### config.mk
export PLATFORM = sky130hd
export DESIGN_NAME = point_table_nearest_bbox_unit
export DESIGN_NICKNAME = d
export VERILOG_FILES = /design/src/rtl/ptnb_pkg.sv /design/src/rtl/ptnb_ram.sv /design/src/rtl/point_table_nearest_bbox_unit.sv
export SDC_FILE = /design/constraint.sdc
export NUM_CORES = 2
export LEC_CHECK = 0
export BUFFER_PORTS_ARGS = -buffer_cell sky130_fd_sc_hd__buf_2
export CAP_MARGIN = 10
export CORE_MARGIN = 4
export CORE_UTILIZATION = 40
export CTS_CLUSTER_SIZE = 25
export DETAILED_ROUTE_END_ITERATION = 10
export HOLD_SLACK_MARGIN = 0.08
export PLACE_DENSITY_LB_ADDON = 0.2
export SETUP_SLACK_MARGIN = 0.4
export SKIP_LAST_GASP = 1
export SLEW_MARGIN = 20
export SYNTH_ARGS = -nofsm -noshare
export SYNTH_HDL_FRONTEND = slang
export SYNTH_SLANG_ARGS = --single-unit
### constraint.sdc
create_clock -name clk -period 29.8 [get_ports clk]
set_clock_uncertainty 0.1 [all_clocks]
set_input_delay 5.96 -clock clk [delete_from_list [all_inputs] [get_ports clk]]
set_output_delay 5.96 -clock clk [all_outputs]
set_load 0.02 [all_outputs]
### src/rtl/ptnb_pkg.sv
`timescale 1ns / 1ps
package ptnb_pkg;

  typedef logic [2:0] op_t;
  localparam op_t OP_ADD     = 3'd0;
  localparam op_t OP_REMOVE  = 3'd1;
  localparam op_t OP_CLEAR   = 3'd2;
  localparam op_t OP_NEAREST = 3'd3;
  localparam op_t OP_BBOX    = 3'd4;

  typedef logic [1:0] status_t;
  localparam status_t ST_OK    = 2'd0;
  localparam status_t ST_RANGE = 2'd1;
  localparam status_t ST_FULL  = 2'd2;

endpackage

### src/rtl/ptnb_ram.sv
`timescale 1ns / 1ps
module ptnb_ram #(
  parameter int WIDTH  = 48,
  parameter int DEPTH  = 64,
  parameter int ADDR_W = $clog2(DEPTH)
) (
  input  logic              clk,
  input  logic              wr_en,
  input  logic [ADDR_W-1:0] wr_addr,
  input  logic [WIDTH-1:0]  wr_data,
  input  logic              rd_en,
  input  logic [ADDR_W-1:0] rd_addr,
  output logic [WIDTH-1:0]  rd_data
);

  logic [WIDTH-1:0] mem [DEPTH];

  always_ff @(posedge clk) begin
    if (wr_en) begin
      mem[wr_addr] <= wr_data;
    end
    if (rd_en) begin
      rd_data <= mem[rd_addr];
    end
  end

endmodule

### src/rtl/point_table_nearest_bbox_unit.sv
`timescale 1ns / 1ps
// Ordered table of up to MAX_POINTS 3D points with append, remove, clear,
// nearest-point search and bounding box. An item is taken when start is high
// and busy is low; its result appears on the result ports for one cycle with
// done high and must be taken then. Add, clear, a remove with a bad index and
// unused codes show done in the next cycle and leave busy low. Nearest and
// bounding box hold busy high while they scan every stored point; a valid
// remove holds busy high while it shifts each entry above entry_index down
// by one. The point memory has one read port, so the scan and the
// shift-down move one entry per cycle; busy drops in the cycle that
// shows done, so the next item can be taken there.
module point_table_nearest_bbox_unit #(
  parameter int MAX_POINTS = 64,
  parameter int COORD_BITS = 16
) (
  input  logic                                 clk,
  input  logic                                 rst,
  input  logic                                 start,
  input  ptnb_pkg::op_t                        operation,
  input  logic signed [COORD_BITS-1:0]         point_x,
  input  logic signed [COORD_BITS-1:0]         point_y,
  input  logic signed [COORD_BITS-1:0]         point_z,
  input  logic [$clog2(MAX_POINTS)-1:0]        entry_index,
  output logic                                 busy,
  output logic                                 done,
  output ptnb_pkg::status_t                    status,
  output logic                                 found,
  output logic [$clog2(MAX_POINTS)-1:0]        nearest_index,
  output logic signed [COORD_BITS-1:0]         box_min_x,
  output logic signed [COORD_BITS-1:0]         box_min_y,
  output logic signed [COORD_BITS-1:0]         box_min_z,
  output logic signed [COORD_BITS-1:0]         box_max_x,
  output logic signed [COORD_BITS-1:0]         box_max_y,
  output logic signed [COORD_BITS-1:0]         box_max_z,
  output logic [$clog2(MAX_POINTS+1)-1:0]      point_count
);

  import ptnb_pkg::*;

  localparam int IdxW  = $clog2(MAX_POINTS);
  localparam int CntW  = $clog2(MAX_POINTS + 1);
  localparam int WordW = 3 * COORD_BITS;
  localparam int SqW   = 2 * COORD_BITS;
  localparam int DistW = SqW + 2;
  localparam logic [CntW-1:0] MaxCnt = CntW'(MAX_POINTS);

  typedef enum logic [1:0] {S_IDLE, S_SCAN, S_SHIFT} state_t;

  function automatic logic [COORD_BITS-1:0] abs_diff(
    input logic signed [COORD_BITS-1:0] a,
    input logic signed [COORD_BITS-1:0] b
  );
    logic signed [COORD_BITS:0] d;
    d = {a[COORD_BITS-1], a} - {b[COORD_BITS-1], b};
    abs_diff = d[COORD_BITS] ? COORD_BITS'(-d) : COORD_BITS'(d);
  endfunction

  state_t state;
  logic [CntW-1:0] count;
  logic [CntW-1:0] rd_ptr;
  logic [CntW-1:0] scan_end;
  logic            is_near;
  logic signed [COORD_BITS-1:0] q_x, q_y, q_z;

  logic             wr_en;
  logic [IdxW-1:0]  wr_addr;
  logic [WordW-1:0] wr_data;
  logic             issue;
  logic [WordW-1:0] rd_data;
  logic signed [COORD_BITS-1:0] r_x, r_y, r_z;

  logic            v1, v2, v3, v4;
  logic [IdxW-1:0] idx1, idx2, idx3, idx4;
  logic [COORD_BITS-1:0] ad_x, ad_y, ad_z;
  logic [SqW-1:0]   sq_x, sq_y, sq_z;
  logic [DistW-1:0] sum_sq;
  logic             pipe_empty;

  logic             have;
  logic [DistW-1:0] best_dist;
  logic [IdxW-1:0]  best_idx;
  logic signed [COORD_BITS-1:0] mn_x, mn_y, mn_z, mx_x, mx_y, mx_z;

  assign busy       = (state != S_IDLE);
  assign issue      = (state != S_IDLE) && (rd_ptr < scan_end);
  assign pipe_empty = !issue && !v1 && !v2 && !v3 && !v4;

  assign r_x = rd_data[COORD_BITS-1:0];
  assign r_y = rd_data[2*COORD_BITS-1:COORD_BITS];
  assign r_z = rd_data[3*COORD_BITS-1:2*COORD_BITS];

  always_comb begin
    wr_en   = 1'b0;
    wr_addr = count[IdxW-1:0];
    wr_data = {point_z, point_y, point_x};
    if (state == S_IDLE && start && operation == OP_ADD && count < MaxCnt) begin
      wr_en = 1'b1;
    end else if (state == S_SHIFT && v1) begin
      wr_en   = 1'b1;
      wr_addr = IdxW'(idx1 - 1'b1);
      wr_data = rd_data;
    end
  end

  ptnb_ram #(
    .WIDTH(WordW),
    .DEPTH(MAX_POINTS)
  ) u_store (
    .clk    (clk),
    .wr_en  (wr_en),
    .wr_addr(wr_addr),
    .wr_data(wr_data),
    .rd_en  (issue),
    .rd_addr(rd_ptr[IdxW-1:0]),
    .rd_data(rd_data)
  );

  // distance pipeline: abs diff, squares, sum
  always_ff @(posedge clk) begin
    idx1 <= rd_ptr[IdxW-1:0];
    idx2 <= idx1;
    idx3 <= idx2;
    idx4 <= idx3;
    ad_x <= abs_diff(r_x, q_x);
    ad_y <= abs_diff(r_y, q_y);
    ad_z <= abs_diff(r_z, q_z);
    sq_x <= SqW'(ad_x) * SqW'(ad_x);
    sq_y <= SqW'(ad_y) * SqW'(ad_y);
    sq_z <= SqW'(ad_z) * SqW'(ad_z);
    sum_sq <= DistW'(sq_x) + DistW'(sq_y) + DistW'(sq_z);
  end

  always_ff @(posedge clk) begin
    if (rst) begin
      state       <= S_IDLE;
      count       <= '0;
      rd_ptr      <= '0;
      scan_end    <= '0;
      done        <= 1'b0;
      point_count <= '0;
      v1          <= 1'b0;
      v2          <= 1'b0;
      v3          <= 1'b0;
      v4          <= 1'b0;
      have        <= 1'b0;
    end else begin
      done <= 1'b0;
      v1   <= issue;
      v2   <= v1;
      v3   <= v2;
      v4   <= v3;
      if (issue) begin
        rd_ptr <= rd_ptr + 1'b1;
      end
      case (state)
        S_IDLE: begin
          if (start) begin
            done          <= 1'b1;
            status        <= ST_OK;
            found         <= 1'b0;
            nearest_index <= '0;
            box_min_x     <= '0;
            box_min_y     <= '0;
            box_min_z     <= '0;
            box_max_x     <= '0;
            box_max_y     <= '0;
            box_max_z     <= '0;
            point_count   <= count;
            case (operation)
              OP_ADD: begin
                if (count < MaxCnt) begin
                  count       <= count + 1'b1;
                  point_count <= count + 1'b1;
                end else begin
                  status <= ST_FULL;
                end
              end
              OP_REMOVE: begin
                if (CntW'(entry_index) < count) begin
                  state    <= S_SHIFT;
                  rd_ptr   <= CntW'(entry_index) + 1'b1;
                  scan_end <= count;
                  count    <= count - 1'b1;
                  done     <= 1'b0;
                end else begin
                  status <= ST_RANGE;
                end
              end
              OP_CLEAR: begin
                count       <= '0;
                point_count <= '0;
              end
              OP_NEAREST, OP_BBOX: begin
                state     <= S_SCAN;
                rd_ptr    <= '0;
                scan_end  <= count;
                is_near   <= (operation == OP_NEAREST);
                q_x       <= point_x;
                q_y       <= point_y;
                q_z       <= point_z;
                have      <= 1'b0;
                best_idx  <= '0;
                best_dist <= '0;
                mn_x      <= '0;
                mn_y      <= '0;
                mn_z      <= '0;
                mx_x      <= '0;
                mx_y      <= '0;
                mx_z      <= '0;
                done      <= 1'b0;
              end
              default: begin
              end
            endcase
          end
        end
        S_SCAN: begin
          if (v1 && !is_near) begin
            if (idx1 == '0 || r_x < mn_x) mn_x <= r_x;
            if (idx1 == '0 || r_y < mn_y) mn_y <= r_y;
            if (idx1 == '0 || r_z < mn_z) mn_z <= r_z;
            if (idx1 == '0 || r_x > mx_x) mx_x <= r_x;
            if (idx1 == '0 || r_y > mx_y) mx_y <= r_y;
            if (idx1 == '0 || r_z > mx_z) mx_z <= r_z;
          end
          if (v4 && is_near && (!have || sum_sq < best_dist)) begin
            have      <= 1'b1;
            best_dist <= sum_sq;
            best_idx  <= idx4;
          end
          if (pipe_empty) begin
            state         <= S_IDLE;
            done          <= 1'b1;
            point_count   <= count;
            found         <= is_near && have;
            nearest_index <= (is_near && have) ? best_idx : '0;
            if (!is_near) begin
              box_min_x <= mn_x;
              box_min_y <= mn_y;
              box_min_z <= mn_z;
              box_max_x <= mx_x;
              box_max_y <= mx_y;
              box_max_z <= mx_z;
            end
          end
        end
        S_SHIFT: begin
          if (pipe_empty) begin
            state       <= S_IDLE;
            done        <= 1'b1;
            point_count <= count;
          end
        end
        default: begin
          state <= S_IDLE;
        end
      endcase
    end
  end

endmodule

After elaboration in Yosys (flattened, before gate mapping). Memories as Yosys holds them, arrays and structs flattened. A register that Yosys moved wholly into a read port is not among the register bits. Index checks and enable logic that the tools add are counted.

Add/subtract/negate cells: 13. Multipliers: 3. Divide/modulo/power cells: 0. $lt $le $gt $ge: 10. Eq/ne operators: 22. Shifts and indexed selects: 0. Multiplexer cells: 96. Bitwise gates (word level): 1. Reductions and logical operators: 53.

Operator list (number): $mux 16 (30); $pmux 16 s2 (12); $mux 34 (3); $mul 16x16->32 (3); $mux 48 (2); $pmux 34 s2 (1); $mux 7 (9); $pmux 7 s2 (4); $sub 16x16->17 (3); $gt 16x16->1 (3); $lt 16x16->1 (3); $mux 6 (8); $neg 16->16 (3); $reduce_and 6->1 (6); $add 33x32->34 (1); $lt 34x34->1 (1); $add 32x32->33 (1); $ne 2x2->1 const B (12); $pmux 6 s2 (2); $reduce_and 4->1 (6); $pmux 7 s3 (1); $add 7x1->7 const B (2); $logic_and 1x1->1 (13); $mux 1 (13); 28 further kinds (56).

Register bits: 528. Bits in latches: 0. Bits in writable memories: 3072. ROM bits: 0. Output and inout bits: 114. Memories kept: 1.

Memories: u_store.mem (depth 64, width 48, rd ports 1, clocked after memory_dff 1, wr ports 1, RTL line ptnb_ram.sv:16) `logic [WIDTH-1:0] mem [DEPTH];`.

Logic depth before layout (Yosys ltp).
Word-level depth: 9. Mapped depth: 26.

Hierarchy. Synthesis repeated with hierarchy kept, for this count alone.

Cell total of the unflattened synthesis: 10053. Area total of the unflattened synthesis: 166278.2 sq um.

By module, submodules not included: ptnb_ram (times used 1, cells an instance 5247, area an instance 118671.3 sq um, seq. area each 93689.9 sq um); point_table_nearest_bbox_unit (times used 1, cells an instance 4806, area an instance 47606.9 sq um, seq. area each 13412.9 sq um).

Worst setup path after synthesis. OpenSTA, ideal clock, no wires.

Path type: input to register. Start: input start. End: register box_max_x[0], enable pin. Arrival: 13.503 ns. Data required time: 28.995 ns. Slack: 15.492 ns. Stages: 3. Buffers on the path: 1. Cell sequence: nand2_1 > clkbuf_1 > a221oi_1.

Word-level cells in the longest chain between the ends: 2.

Ends and longest elaborated chain: start: declaration (RTL line point_table_nearest_bbox_unit.sv:18) `input logic start,`; $ne 2x2->1 (no line); $reduce_and 5->1 (no line); end signal: assignment (RTL line point_table_nearest_bbox_unit.sv:241) `box_max_x <= mx_x;`; end: declaration (RTL line point_table_nearest_bbox_unit.sv:32) `output logic signed [COORD_BITS-1:0] box_max_x,`.

No other way between the ends. A chain may end at the register's enable or synchronous reset.

Worst setup path after layout.
Start: input start. End: memory u_store.mem[60][12], enable pin.

Word-level cells in the longest chain between the ends: 6. Elaborated cells on any way between the ends: 7. Those cells by class: mux: 4; reduce/logical: 3.

Ends and longest elaborated chain: $logic_and 1x1->1 * (3 in a row) (RTL line point_table_nearest_bbox_unit.sv:96) `if (state == S_IDLE && start && operation == OP_ADD && count < MaxCnt) begin`; $mux 1 (RTL line point_table_nearest_bbox_unit.sv:96); $mux 1 (RTL line ptnb_ram.sv:19) `if (wr_en) begin`; $mux 1 (implied by the code) (RTL line ptnb_ram.sv:20) `mem[wr_addr] <= wr_data;`; end: declaration (RTL line ptnb_ram.sv:16).

Every way passes the cells marked *; elsewhere a longest branch is shown, timed or not.

==> summary.txt <==
Slew Limit Fails: 0
Net Sw Power: 6.61 mW
Min-Delay Path Class: register to register
Syn avg cell area: 17.5 µm²
Netlist Area Pre-Place: 165000 µm²
Initial Util: 40.2%
Status: complete, no violations
CTS tree: built
Max-cap violations: 0
Power per cell area: 97.2 nW/µm²
Area contributors post-synth: edfxtp_1 (62%), mux4_2 (12%), fa_1 (6.3%)
Vias in the first global route: 89.4k
Peak Freq: 96.1 MHz
Post-route cell area: 186000 µm²
Die footprint: 423000 µm²
Routed WL: 446000 µm
Share of layout cells above drive strength 1: 19.2%
First-pass GRT wire length: 644000 µm
Sw Ratio: 36.6%
Final Hold Viols: 0
Count leader, synth: edfxtp_1
Wire length per cell: 28.6 µm
Clk slew on worst S/H paths: 0.06 ns
Logic pwr share: 41.2%
Yosys cell types: 95
RSZ-0062 raised after global routing: no
Gpl congestion: 0.836
Critical path, cell by cell: buf_2, nand2_1, nor2_1, nand3_1, nor2b_4, buf_4, nor2_1, a21oi_1, nand3_1, nor2_4, buf_4
NumNets Final: 10.9k
Most instantiated cells after synthesis: edfxtp_1 (3410), inv_1 (997), mux4_2 (888)
Met3 Resource Use GR: 3.10%
Row cnt: 235
Clk pwr share: 25.9%
Antenna violations before repair: 60
GRT Resource Usage Total: 20.9%
Final ANT Viol Nets: 0
Core area: 410000 µm²
Number of flops mapped to enable cells by yosys: 3410
Mapped Cells: 9452
Final Cycle Share: 34.9%
Slowest stage delay, CP: 0.93 ns
Peak VDD IR: 0.343 mV
Flop pwr share: 32.9%
Vias: 86.3k
Fill count: 35.3k
CP Capture Type: register
Worst slew margin: 17.0%
Largest net degree at the start of global routing: 118
Post-synth top flop: edfxtp_1
Area grow syn2layout: 12.4%
Finish-stage setup viols: 0
PnR Total Power: 18.1 mW
I/O pin total: 174
FFs w/ async S/R, synth: 0%
Die height: 651 µm
Drt via density: 5.53
CTS Root Cell: clkbuf_16
Final min period: 10.40 ns
CP Max Fanout: 39
Dpl cell area: 173000 µm²
Cts bufs inserted: 381
Port Buffers: 173
Cts hold-fix bufs: 0
Clk sink count: 3645
Leak Pwr: 64.6 nW
Critical Path RT: 30.27 ns
Half-perimeter wire length after placement: 284000 µm
Worst setup SP type: input pin
Grt met1 use: 29.1%
Ys Warns: 0
Setup Crit Path Kind: input pin to register
# DRC: 0
Maximum root-to-sink buffer count: 4
Final WS setup: 19.40 ns
Critical-path top delay cell: nor2_4
Top-area cell type share of the netlist area: 62.0%
Hold path depth: 0
GRT Residual Overflow: 0
Seq/Total Area, Yosys: 64.8%
Met2 Use GR: 34.5%
Crit path DAT: 10.88 ns
Worst-Skew Late Latency: 0.96 ns
Drt pass-1 iters: 5
#FFs+latches synth: 3645
TNS Setup: 0 ns
Slew of the pin with the lowest slew margin: 1.24 ns
Htree depth: 5
Pre-CTS WS: 18.28 ns
Initial drt markers: 8344
Worst-case reg-to-reg path depth: 21
Die width: 651 µm
# Post-CTS Setup Buffers: 0
Synth area leader: edfxtp_1
Post-cts sizing count: 0
Int Pwr: 11.4 mW
Most Used Layer, Global Route: met2
==> stage by stage <==
step	utilization, %	std cells	hold WS, ns
detailed placement	42.2	14900	0.218
global placement	42.2	14900	0.220
floorplan	-	9454	0.210
finish	45.2	15600	0.234
global route	45.2	15600	0.241
CTS	45.2	15600	0.232
==> kinds of logic after synthesis <==
logic type,Yosys count,share of synthesized area [%]
xor gates and xnor gates,232,1.23
and+or+nand+nor,1271,3.80
muxes,1107,13.5
DFF,3645,64.8
buffers and inverters,1363,3.18
other,1,0.00227
adders and majority gates,1050,10.3
AOI/OAI and AO/OA,783,3.15
==> cells in the final DEF, fill, tap and decap left out, drive strengths merged, types with 10 or more instances in the layout <==
| cell type | count |
|---|---|
| nor3 | 47 |
| buf | 348 |
| mux2i | 166 |
| nor2b | 60 |
| inv | 1011 |
| diode | 16 |
| or2 | 23 |
| fa | 523 |
| o22ai | 29 |
| clkbuf | 498 |
| o21ai | 94 |
| and3 | 18 |
| a21o | 104 |
| xnor2 | 168 |
| xor2 | 64 |
| or3 | 10 |
| o21a | 32 |
| mux2 | 53 |
| mux4 | 888 |
| a211oi | 20 |
| nand4 | 27 |
| o41ai | 10 |
| nand3 | 54 |
| o221ai | 67 |
| edfxtp | 3410 |
| a31oi | 42 |
| o21bai | 27 |
| and2 | 303 |
| clkinv | 138 |
| a21oi | 255 |
| nand2 | 358 |
| o31ai | 19 |
| ha | 527 |
| bufinv | 33 |
| o211ai | 13 |
| nand2b | 37 |
| nor2 | 293 |
| clkinvlp | 12 |
| dfxtp | 235 |
==> power by group through the flow <==
stage               Sequential (mW)  Combinational [mW]  Clock, mW
floorplan                      5.99                5.20          0
global placement               6.06                7.56          0
detailed placement             6.06                7.62          0
CTS                            5.95                7.68       4.77
global route                   5.96                8.40       4.98
finish                         5.94                7.44       4.67
==> metal layers <==
| metal | up-vias | wire length, µm |
|---|---|---|
| li1 | 36600 | - |
| met1 | 46300 | 188000 |
| met2 | 2799 | 218000 |
| met3 | 580 | 28600 |
| met4 | 14 | 11600 |
| met5 | - | 87 |
==> worst paths after layout <==
check	slack, ns	start	to
setup reg to reg	22.64	ad_z[1]	sq_z[30]
hold / removal	0.23	idx2[5]	idx3[5]
hold reg to reg	0.23	idx2[5]	idx3[5]
setup / recovery	19.40	start	u_store.mem[60][12]
==> worst max-delay path, delay by kind of cell <==
kind                   cells  cell delay, ns
AOI/OAI and AO/OA          1            0.55
buffers and inverters      3            1.28
and+or+nand+nor            7            3.00
==> final cells by class <==
cell class	count	area (µm²)	area share (%)
antenna	16	40.0	0.0216
timing repair buffer	348	2300	1.24
sequential	3645	107000	57.7
inverter	998	3750	2.02
tap	5451	6820	3.67
clock buffer	498	10200	5.48
clock inverter	196	2010	1.08
multi-input combinational	4446	53500	28.8
==> flip-flops by register name (all words and copies together), names as in the netlist, 31 cells and up <==
signal,cells
sq_x,31
u_store.mem,3072
sq_y,31
sq_z,31
best_dist,34
sum_sq,34
u_store.rd_data,48
Note: power is estimated with default switching activity, not from simulation.
